`src/cgm_pkg.sv`:
```
// ----------------------------------------------------------------------------
// cgm_pkg
// Shared widths, register codes, reset values and types of the colour
// gradient map.
// ----------------------------------------------------------------------------
package cgm_pkg;

    // field widths
    localparam int CH_W       = 8;
    localparam int POS_W      = 8;
    localparam int NUM_STOPS  = 8;
    localparam int RGB_W      = 3 * CH_W;
    localparam int PAIR_W     = 2 * RGB_W;
    localparam int POSVEC_W   = NUM_STOPS * POS_W;
    localparam int CFG_IDX_W  = 3;
    localparam int CFG_DATA_W = POSVEC_W;

    // interpolation datapath widths
    localparam int PROD_W   = 2 * CH_W;
    localparam int NUM_W    = PROD_W + 1;
    localparam int DEN_W    = CH_W + 1;
    // multiply stage, numerator stage, then one stage per quotient bit
    localparam int LERP_LAT = 2 + CH_W;

    localparam int SEGMENTS_DEF = 7;

    // configuration register codes
    typedef enum logic [CFG_IDX_W-1:0] {
        REG_STOP_POS = 3'd0,
        REG_COLORS_0 = 3'd1,
        REG_COLORS_1 = 3'd2,
        REG_COLORS_2 = 3'd3,
        REG_COLORS_3 = 3'd4
    } cfg_reg_t;

    // reset values
    localparam logic [POSVEC_W-1:0] STOP_POS_RST = 64'hFFFF_FFFF_C060_2000;
    localparam logic [PAIR_W-1:0]   COLORS_0_RST = 48'h0000_C000_0060;
    localparam logic [PAIR_W-1:0]   COLORS_1_RST = 48'hC080_8000_C000;
    localparam logic [PAIR_W-1:0]   COLORS_2_RST = 48'h0000_00FF_FFFF;
    localparam logic [PAIR_W-1:0]   COLORS_3_RST = 48'h0000_0000_0000;

    typedef logic [NUM_STOPS-1:0][RGB_W-1:0] stops_t;

    // control that travels alongside each beat
    typedef struct packed {
        logic valid;
        logic covered;
    } ctrl_t;

endpackage

```
`src/cgm_seg_sel.sv`:
```
// ----------------------------------------------------------------------------
// cgm_seg_sel
// Finds the highest covering segment for a height and registers its end
// colours, offset into the segment and segment length.
// ----------------------------------------------------------------------------
module cgm_seg_sel
    import cgm_pkg::*;
#(
    parameter int SEGMENTS = SEGMENTS_DEF
)
(
    input  logic                clk,
    input  logic                rst_n,
    input  logic                in_valid,
    input  logic [POS_W-1:0]    height,
    input  logic [POSVEC_W-1:0] positions,
    input  stops_t              stops,
    output ctrl_t               ctrl,
    output logic [CH_W-1:0]     offset,
    output logic [CH_W-1:0]     steps,
    output logic [RGB_W-1:0]    rgb_a,
    output logic [RGB_W-1:0]    rgb_b
);

    logic [POS_W-1:0] seg_first;
    logic [POS_W-1:0] seg_last;
    logic [POS_W-1:0] sel_first;
    logic [POS_W-1:0] sel_last;
    logic             hit;
    logic [RGB_W-1:0] sel_a;
    logic [RGB_W-1:0] sel_b;

    ctrl_t            ctrl_reg;
    ctrl_t            ctrl_next;
    logic [CH_W-1:0]  offset_reg;
    logic [CH_W-1:0]  offset_next;
    logic [CH_W-1:0]  steps_reg;
    logic [CH_W-1:0]  steps_next;
    logic [RGB_W-1:0] rgb_a_reg;
    logic [RGB_W-1:0] rgb_b_reg;

    // priority search, later segments override earlier ones
    always_comb
    begin
        hit       = 1'b0;
        sel_first = '0;
        sel_last  = '0;
        sel_a     = '0;
        sel_b     = '0;
        seg_first = '0;
        seg_last  = '0;
        for (int s = 0; s < SEGMENTS; s++)
        begin
            seg_first = positions[s*POS_W +: POS_W];
            seg_last  = positions[(s+1)*POS_W +: POS_W];
            if (seg_first < seg_last && seg_first <= height && height <= seg_last)
            begin
                hit       = 1'b1;
                sel_first = seg_first;
                sel_last  = seg_last;
                sel_a     = stops[s];
                sel_b     = stops[s+1];
            end
        end
    end

    // next values of the stage registers
    always_comb
    begin
        ctrl_next.valid   = in_valid;
        ctrl_next.covered = hit;
        offset_next       = height - sel_first;
        steps_next        = sel_last - sel_first;
    end

    // control register
    always_ff @(posedge clk or negedge rst_n)
    begin
        if (!rst_n)
            ctrl_reg <= '0;
        else
            ctrl_reg <= ctrl_next;
    end

    // payload registers
    always_ff @(posedge clk)
    begin
        offset_reg <= offset_next;
        steps_reg  <= steps_next;
        rgb_a_reg  <= sel_a;
        rgb_b_reg  <= sel_b;
    end

    assign ctrl   = ctrl_reg;
    assign offset = offset_reg;
    assign steps  = steps_reg;
    assign rgb_a  = rgb_a_reg;
    assign rgb_b  = rgb_b_reg;

endmodule

```
`src/cgm_lerp.sv`:
```
// ----------------------------------------------------------------------------
// cgm_lerp
// One colour channel: (a*(steps-offset) + b*offset) / steps rounded half up,
// as a multiply stage, a numerator stage and a pipelined restoring divider
// that settles one quotient bit per stage.
// ----------------------------------------------------------------------------
module cgm_lerp
    import cgm_pkg::*;
(
    input  logic            clk,
    input  logic [CH_W-1:0] a,
    input  logic [CH_W-1:0] b,
    input  logic [CH_W-1:0] offset,
    input  logic [CH_W-1:0] steps,
    output logic [CH_W-1:0] q
);

    logic [CH_W-1:0]   rest;
    logic [PROD_W-1:0] prod_a_reg;
    logic [PROD_W-1:0] prod_a_next;
    logic [PROD_W-1:0] prod_b_reg;
    logic [PROD_W-1:0] prod_b_next;
    logic [CH_W-1:0]   steps_m_reg;
    logic [PROD_W-1:0] prod_sum;

    logic [NUM_W-1:0]  rem_reg  [0:CH_W-1];
    logic [NUM_W-1:0]  rem_next [0:CH_W-1];
    logic [DEN_W-1:0]  den_reg  [0:CH_W-1];
    logic [DEN_W-1:0]  den_next [0:CH_W-1];
    logic [NUM_W-1:0]  trial    [0:CH_W-1];
    logic              fit      [0:CH_W-1];
    logic [CH_W-1:0]   quo_prev [0:CH_W-1];
    logic [CH_W-1:0]   quo_reg  [1:CH_W];
    logic [CH_W-1:0]   quo_next [1:CH_W];

    // weights of the two end colours
    always_comb
    begin
        rest        = steps - offset;
        prod_a_next = PROD_W'(a) * PROD_W'(rest);
        prod_b_next = PROD_W'(b) * PROD_W'(offset);
    end

    always_ff @(posedge clk)
    begin
        prod_a_reg  <= prod_a_next;
        prod_b_reg  <= prod_b_next;
        steps_m_reg <= steps;
    end

    // rounded quotient is (2*num + steps) / (2*steps)
    always_comb
    begin
        prod_sum    = prod_a_reg + prod_b_reg;
        rem_next[0] = {prod_sum, 1'b0} + NUM_W'(steps_m_reg);
        den_next[0] = {steps_m_reg, 1'b0};
    end

    // divider stages, most significant quotient bit first
    for (genvar k = 0; k < CH_W; k++)
    begin : g_div
        localparam int SH = CH_W - 1 - k;

        if (k == 0)
        begin : g_first
            assign quo_prev[k] = '0;
        end
        else
        begin : g_rest
            assign quo_prev[k] = quo_reg[k];
        end

        assign trial[k]      = NUM_W'(den_reg[k]) << SH;
        assign fit[k]        = (rem_reg[k] >= trial[k]);
        assign quo_next[k+1] = {quo_prev[k][CH_W-2:0], fit[k]};

        if (k < CH_W - 1)
        begin : g_carry
            assign rem_next[k+1] = fit[k] ? (rem_reg[k] - trial[k]) : rem_reg[k];
            assign den_next[k+1] = den_reg[k];
        end
    end

    // divider registers
    always_ff @(posedge clk)
    begin
        for (int i = 0; i < CH_W; i++)
        begin
            rem_reg[i]   <= rem_next[i];
            den_reg[i]   <= den_next[i];
            quo_reg[i+1] <= quo_next[i+1];
        end
    end

    assign q = quo_reg[CH_W];

endmodule

```
`src/color_gradient_map_core.sv`:
```
// ----------------------------------------------------------------------------
// color_gradient_map_core
// Piecewise-linear colour gradient: maps a height to an RGB colour through
// configurable stop positions and stop colours.
// ----------------------------------------------------------------------------
// done follows the segment-select register, the interpolator stages and the output register
// throughput: one height per clock, start may stay high; busy is always low
// the depth comes from the 8-stage bit-per-stage divider of each channel
// results cannot be held off: each beat shows for one cycle under done
// reset clears the pipeline valid bits and loads the default gradient
// ----------------------------------------------------------------------------
module color_gradient_map_core
    import cgm_pkg::*;
#(
    parameter int SEGMENTS = SEGMENTS_DEF
)
(
    input  logic                  clk,
    input  logic                  rst_n,
    input  logic                  start,
    output logic                  busy,
    input  logic [POS_W-1:0]      height,
    input  logic                  wr_en,
    input  logic [CFG_IDX_W-1:0]  wr_index,
    input  logic [CFG_DATA_W-1:0] wr_data,
    output logic                  done,
    output logic [CH_W-1:0]       red,
    output logic [CH_W-1:0]       green,
    output logic [CH_W-1:0]       blue,
    output logic                  covered
);

    logic [POSVEC_W-1:0] stop_pos_reg;
    logic [PAIR_W-1:0]   colors_reg [0:3];
    stops_t              stops;

    ctrl_t               sel_ctrl;
    logic [CH_W-1:0]     sel_offset;
    logic [CH_W-1:0]     sel_steps;
    logic [RGB_W-1:0]    sel_rgb_a;
    logic [RGB_W-1:0]    sel_rgb_b;

    ctrl_t               ctrl_pipe_reg [0:LERP_LAT-1];
    logic [CH_W-1:0]     chan_q [0:2];

    logic                done_reg;
    logic                done_next;
    logic                covered_reg;
    logic                covered_next;
    logic [CH_W-1:0]     rgb_reg  [0:2];
    logic [CH_W-1:0]     rgb_next [0:2];

    logic                accept;

    // the pipeline never stalls, so a start beat is always taken
    assign busy   = 1'b0;
    assign accept = start & ~busy;

    // configuration registers
    always_ff @(posedge clk or negedge rst_n)
    begin
        if (!rst_n)
        begin
            stop_pos_reg  <= STOP_POS_RST;
            colors_reg[0] <= COLORS_0_RST;
            colors_reg[1] <= COLORS_1_RST;
            colors_reg[2] <= COLORS_2_RST;
            colors_reg[3] <= COLORS_3_RST;
        end
        else if (wr_en)
        begin
            case (wr_index)
                REG_STOP_POS: stop_pos_reg  <= wr_data;
                REG_COLORS_0: colors_reg[0] <= wr_data[PAIR_W-1:0];
                REG_COLORS_1: colors_reg[1] <= wr_data[PAIR_W-1:0];
                REG_COLORS_2: colors_reg[2] <= wr_data[PAIR_W-1:0];
                REG_COLORS_3: colors_reg[3] <= wr_data[PAIR_W-1:0];
                default: ;
            endcase
        end
    end

    // unpack the stop colours, two per pair register
    always_comb
    begin
        for (int k = 0; k < NUM_STOPS; k++)
            stops[k] = colors_reg[k/2][(k%2)*RGB_W +: RGB_W];
    end

    // segment search
    cgm_seg_sel #(
        .SEGMENTS (SEGMENTS)
    ) u_seg_sel (
        .clk       (clk),
        .rst_n     (rst_n),
        .in_valid  (accept),
        .height    (height),
        .positions (stop_pos_reg),
        .stops     (stops),
        .ctrl      (sel_ctrl),
        .offset    (sel_offset),
        .steps     (sel_steps),
        .rgb_a     (sel_rgb_a),
        .rgb_b     (sel_rgb_b)
    );

    // one interpolator per channel, red first
    for (genvar c = 0; c < 3; c++)
    begin : g_chan
        cgm_lerp u_lerp (
            .clk    (clk),
            .a      (sel_rgb_a[RGB_W-1-c*CH_W -: CH_W]),
            .b      (sel_rgb_b[RGB_W-1-c*CH_W -: CH_W]),
            .offset (sel_offset),
            .steps  (sel_steps),
            .q      (chan_q[c])
        );
    end

    // control travels beside the interpolators
    always_ff @(posedge clk or negedge rst_n)
    begin
        if (!rst_n)
        begin
            for (int i = 0; i < LERP_LAT; i++)
                ctrl_pipe_reg[i] <= '0;
        end
        else
        begin
            ctrl_pipe_reg[0] <= sel_ctrl;
            for (int i = 1; i < LERP_LAT; i++)
                ctrl_pipe_reg[i] <= ctrl_pipe_reg[i-1];
        end
    end

    // output beat, black when no segment covers the height
    always_comb
    begin
        done_next    = ctrl_pipe_reg[LERP_LAT-1].valid;
        covered_next = ctrl_pipe_reg[LERP_LAT-1].covered;
        for (int c = 0; c < 3; c++)
            rgb_next[c] = covered_next ? chan_q[c] : '0;
    end

    always_ff @(posedge clk or negedge rst_n)
    begin
        if (!rst_n)
        begin
            done_reg    <= 1'b0;
            covered_reg <= 1'b0;
        end
        else
        begin
            done_reg    <= done_next;
            covered_reg <= covered_next;
        end
    end

    always_ff @(posedge clk)
    begin
        for (int c = 0; c < 3; c++)
            rgb_reg[c] <= rgb_next[c];
    end

    assign done    = done_reg;
    assign covered = covered_reg;
    assign red     = rgb_reg[0];
    assign green   = rgb_reg[1];
    assign blue    = rgb_reg[2];

endmodule
```
`config.mk`:
```
export PLATFORM = sky130hd
export DESIGN_NAME = color_gradient_map_core
export DESIGN_NICKNAME = d
export VERILOG_FILES = /design/src/cgm_pkg.sv /design/src/cgm_seg_sel.sv /design/src/cgm_lerp.sv /design/src/color_gradient_map_core.sv
export SDC_FILE = /design/constraint.sdc
export NUM_CORES = 2
export LEC_CHECK = 0
export ABC_AREA = 1
export BUFFER_PORTS_ARGS = -buffer_cell sky130_fd_sc_hd__buf_4
export CORE_UTILIZATION = 51
export DETAILED_ROUTE_END_ITERATION = 10
export PLACE_DENSITY = 0.74
export SLEW_MARGIN = 20
export SYNTH_ARGS = -nofsm -noshare
export SYNTH_HDL_FRONTEND = slang
export SYNTH_SLANG_ARGS = --single-unit
```
`constraint.sdc`:
```
create_clock -name clk -period 7.33 [get_ports clk]
set_clock_uncertainty 0.1 [all_clocks]
set_input_delay 1.466 -clock clk [delete_from_list [all_inputs] [get_ports clk]]
set_output_delay 1.466 -clock clk [all_outputs]
set_load 0.05 [all_outputs]
```
==> out/results.ini <==
[critical_path]
cp.depth = 31
cp.required_ns = 7.81
path_buf_inv = 8
cp_common_cell = inv_1
worst_setup_path_end_kind = flip-flop
crit_start = u_seg_sel.offset[2]$_DFF_P_
r2r_slack_ns = 0.70
cp_slowest_cell = fa_1
crit_type = reg2reg
reg2reg_depth = 31
cp-start-kind = flip-flop
crit_fanout = 11
arrival_ns = 7.11
r2r-start = u_seg_sel.offset[2]$_DFF_P_
cp_top_family = adder cells
timing.critical_path.slowest_cell_delay_ns = 0.54

[routing]
post_drt_via_cell_ratio = 5.36
post_drt_wl_per_cell_um = 17.4
vias = 47056
drc = 0
drt_iter0_markers = 3507
drt-pass1-iter-count = 6
ant_nets = 0
drt-total-wl_um = 152000

[die]
core.rowCount = 124
ios = 106
initial_utilization = 0.517
die_h_um = 343
die_w_um = 343
core_area_um2 = 115000
die-area_um2 = 118000

[timing]
min_period_over_period = 0.905
finalHoldViolations = 0
max_freq_mhz = 151
fin_tns_setup_ns = 0
max_slew_margin = 0.311
slew_violations = 0
setup_viol = 0
tightest_slew_ns = 1.03
rsz0062_at_grt = no
timing.hold.ws_ns = 0.224
post-route-min-period_ns = 6.63

[clock_network]
cts.clk_slew.worst_paths_ns = 0.06
cts_hold_buf = 0
root_buffer = clkbuf_16
ctsLongestPathBuffers = 3
post_cts_buffers = 0
worstSkewPairLatency_ns = 0.73
cts.sinks = 1028
tritoncts = yes
htree_levels = 3
ctsResizeCount = 0
numCtsBuffers = 107

[synthesis]
yosys_register_bits = 1028
synth_nets = 8078
synth-xor-area-share = 0.0520
synth-compound-area-share = 0.119
synth_cells = 7147
synth_ff_type = dfxtp_1
synthArstFlopShare = 0.272
syn_area_per_cell_um2 = 8.31
synth_fa_ha_area_frac = 0.211
ys_types = 75
synth_area_um2 = 59400
synth_edf_count = 0
yosysTopAreaCellShare = 0.252
synth_top_family_by_area = adder cells
synthMuxAreaShare = 0.000948
ys_warn_count = 0
synthTopCellsByArea = dfxtp_1, ha_1, nand2_1
synth_simple_gate_area_frac = 0.160
synth_area_leader_cell = dfxtp_1
yosysSeqAreaShare = 0.372

[grt]
grt_max_degree = 128
grt_pass1_vias = 46237
grt_usage = 0.260
antenna_found_initial = 4
overflow = 0
grt_pass1_wl_um = 244000

[cells_and_area]
drive_gt1_frac = 0.0693
num-nets-final = 8108
area_growth_pct = 9.68
largest_register_ffs = 392
fin_util = 0.567
final_common_cell = nand2_1
layout_common_cells = nand2_1, inv_1, dfxtp_1

[worst_hold_path]
hold_path_depth = 0
holdCritPathClass = reg2reg
hold_start = g_chan[1].u_lerp.quo_reg[0][52]$_DFF_P_

[status]
status = completed

[placed_design]
hpwl_um = 116000
io_buffers = 104
globalplace.congestion = 0.943

[run]
cap_violations = 0

-- worst register-to-register path, delay by kind of cell (launching register included) --
kind,cells,cell delay [ns]
flip-flops,1,0.34
AO/OA/AOI/OAI,8,1.65
XOR/XNOR,1,0.14
AND/OR/NAND/NOR,8,0.83
buffers and inverters,8,0.91
adder cells (fa/ha/maj),6,2.56
-- worst paths after layout --
path                                                            to
hold / removal             g_chan[1].u_lerp.quo_reg[0][61]$_DFF_P_
setup / recovery           g_chan[2].u_lerp.prod_a_reg[15]$_DFF_P_
max in group asynchronous              ctrl_pipe_reg[10]$_DFF_PN0_
min in group asynchronous              colors_reg[126]$_DFFE_PN0P_
hold reg to reg            g_chan[1].u_lerp.quo_reg[0][61]$_DFF_P_
setup reg to reg           g_chan[2].u_lerp.prod_a_reg[15]$_DFF_P_
-- logic make-up after synthesis --
| logic type | after synthesis |
|---|---|
| compound gates | 1277 |
| xor+xnor | 349 |
| fa+ha+maj | 852 |
| buf+inv | 1314 |
| flops | 1028 |
| mux | 5 |
| other cells | 1 |
| simple gates | 2321 |
-- area by class of cell --
type	instances	area [µm²]
Sequential cell	1028	22100
Clock inverter	44	533
Antenna cell	1	2.50
Inverter	1092	4100
Tap cell	1512	1890
Timing Repair Buffer	143	1080
Fill cell	10288	49800
Clock buffer	159	3140
Multi-Input combinational cell	4805	32300
-- metal layers --
| metal | vias to the layer above | GRT usage | part of all wire |
|---|---|---|---|
| li1 | 22967 | - | - |
| met4 | 6 | 0.121 | 0.049 |
| met1 | 22184 | 0.329 | 0.42 |
| met2 | 1507 | 0.435 | 0.47 |
| met5 | - | 0 | 0.00024 |
| met3 | 392 | 0.0418 | 0.062 |
-- metrics by stage --
| stage | area [µm²] | setup slack (ns) | std cells |
|---|---|---|---|
| 2_1_floorplan | 59400 | 1.17 | 7147 |
| 3_3_place_gp | 61500 | 0.952 | 8580 |
| 3_5_place_dp | 61500 | 0.873 | 8580 |
| 4_1_cts | 65100 | 0.761 | 8783 |
| 5_1_grt | 65200 | 0.212 | 8783 |
| 6_report | 65200 | 0.698 | 8784 |
-- cell usage after synthesis, types with 41 or more instances --
cell type,instances
nor2_1,499
nand2_1,1406
ha_1,606
o21bai_1,48
dfxtp_1,748
fa_1,246
nor3_1,43
inv_1,1083
clkbuf_1,152
xnor2_1,122
nand3_1,224
o21ai_0,588
dfrtp_1,209
xor2_1,223
dfstp_2,71
buf_2,41
a21oi_1,372
o21ai_1,60
Power is not shown: default switching activity piles up to over one toggle a cycle in this logic, so the estimate is an artifact.
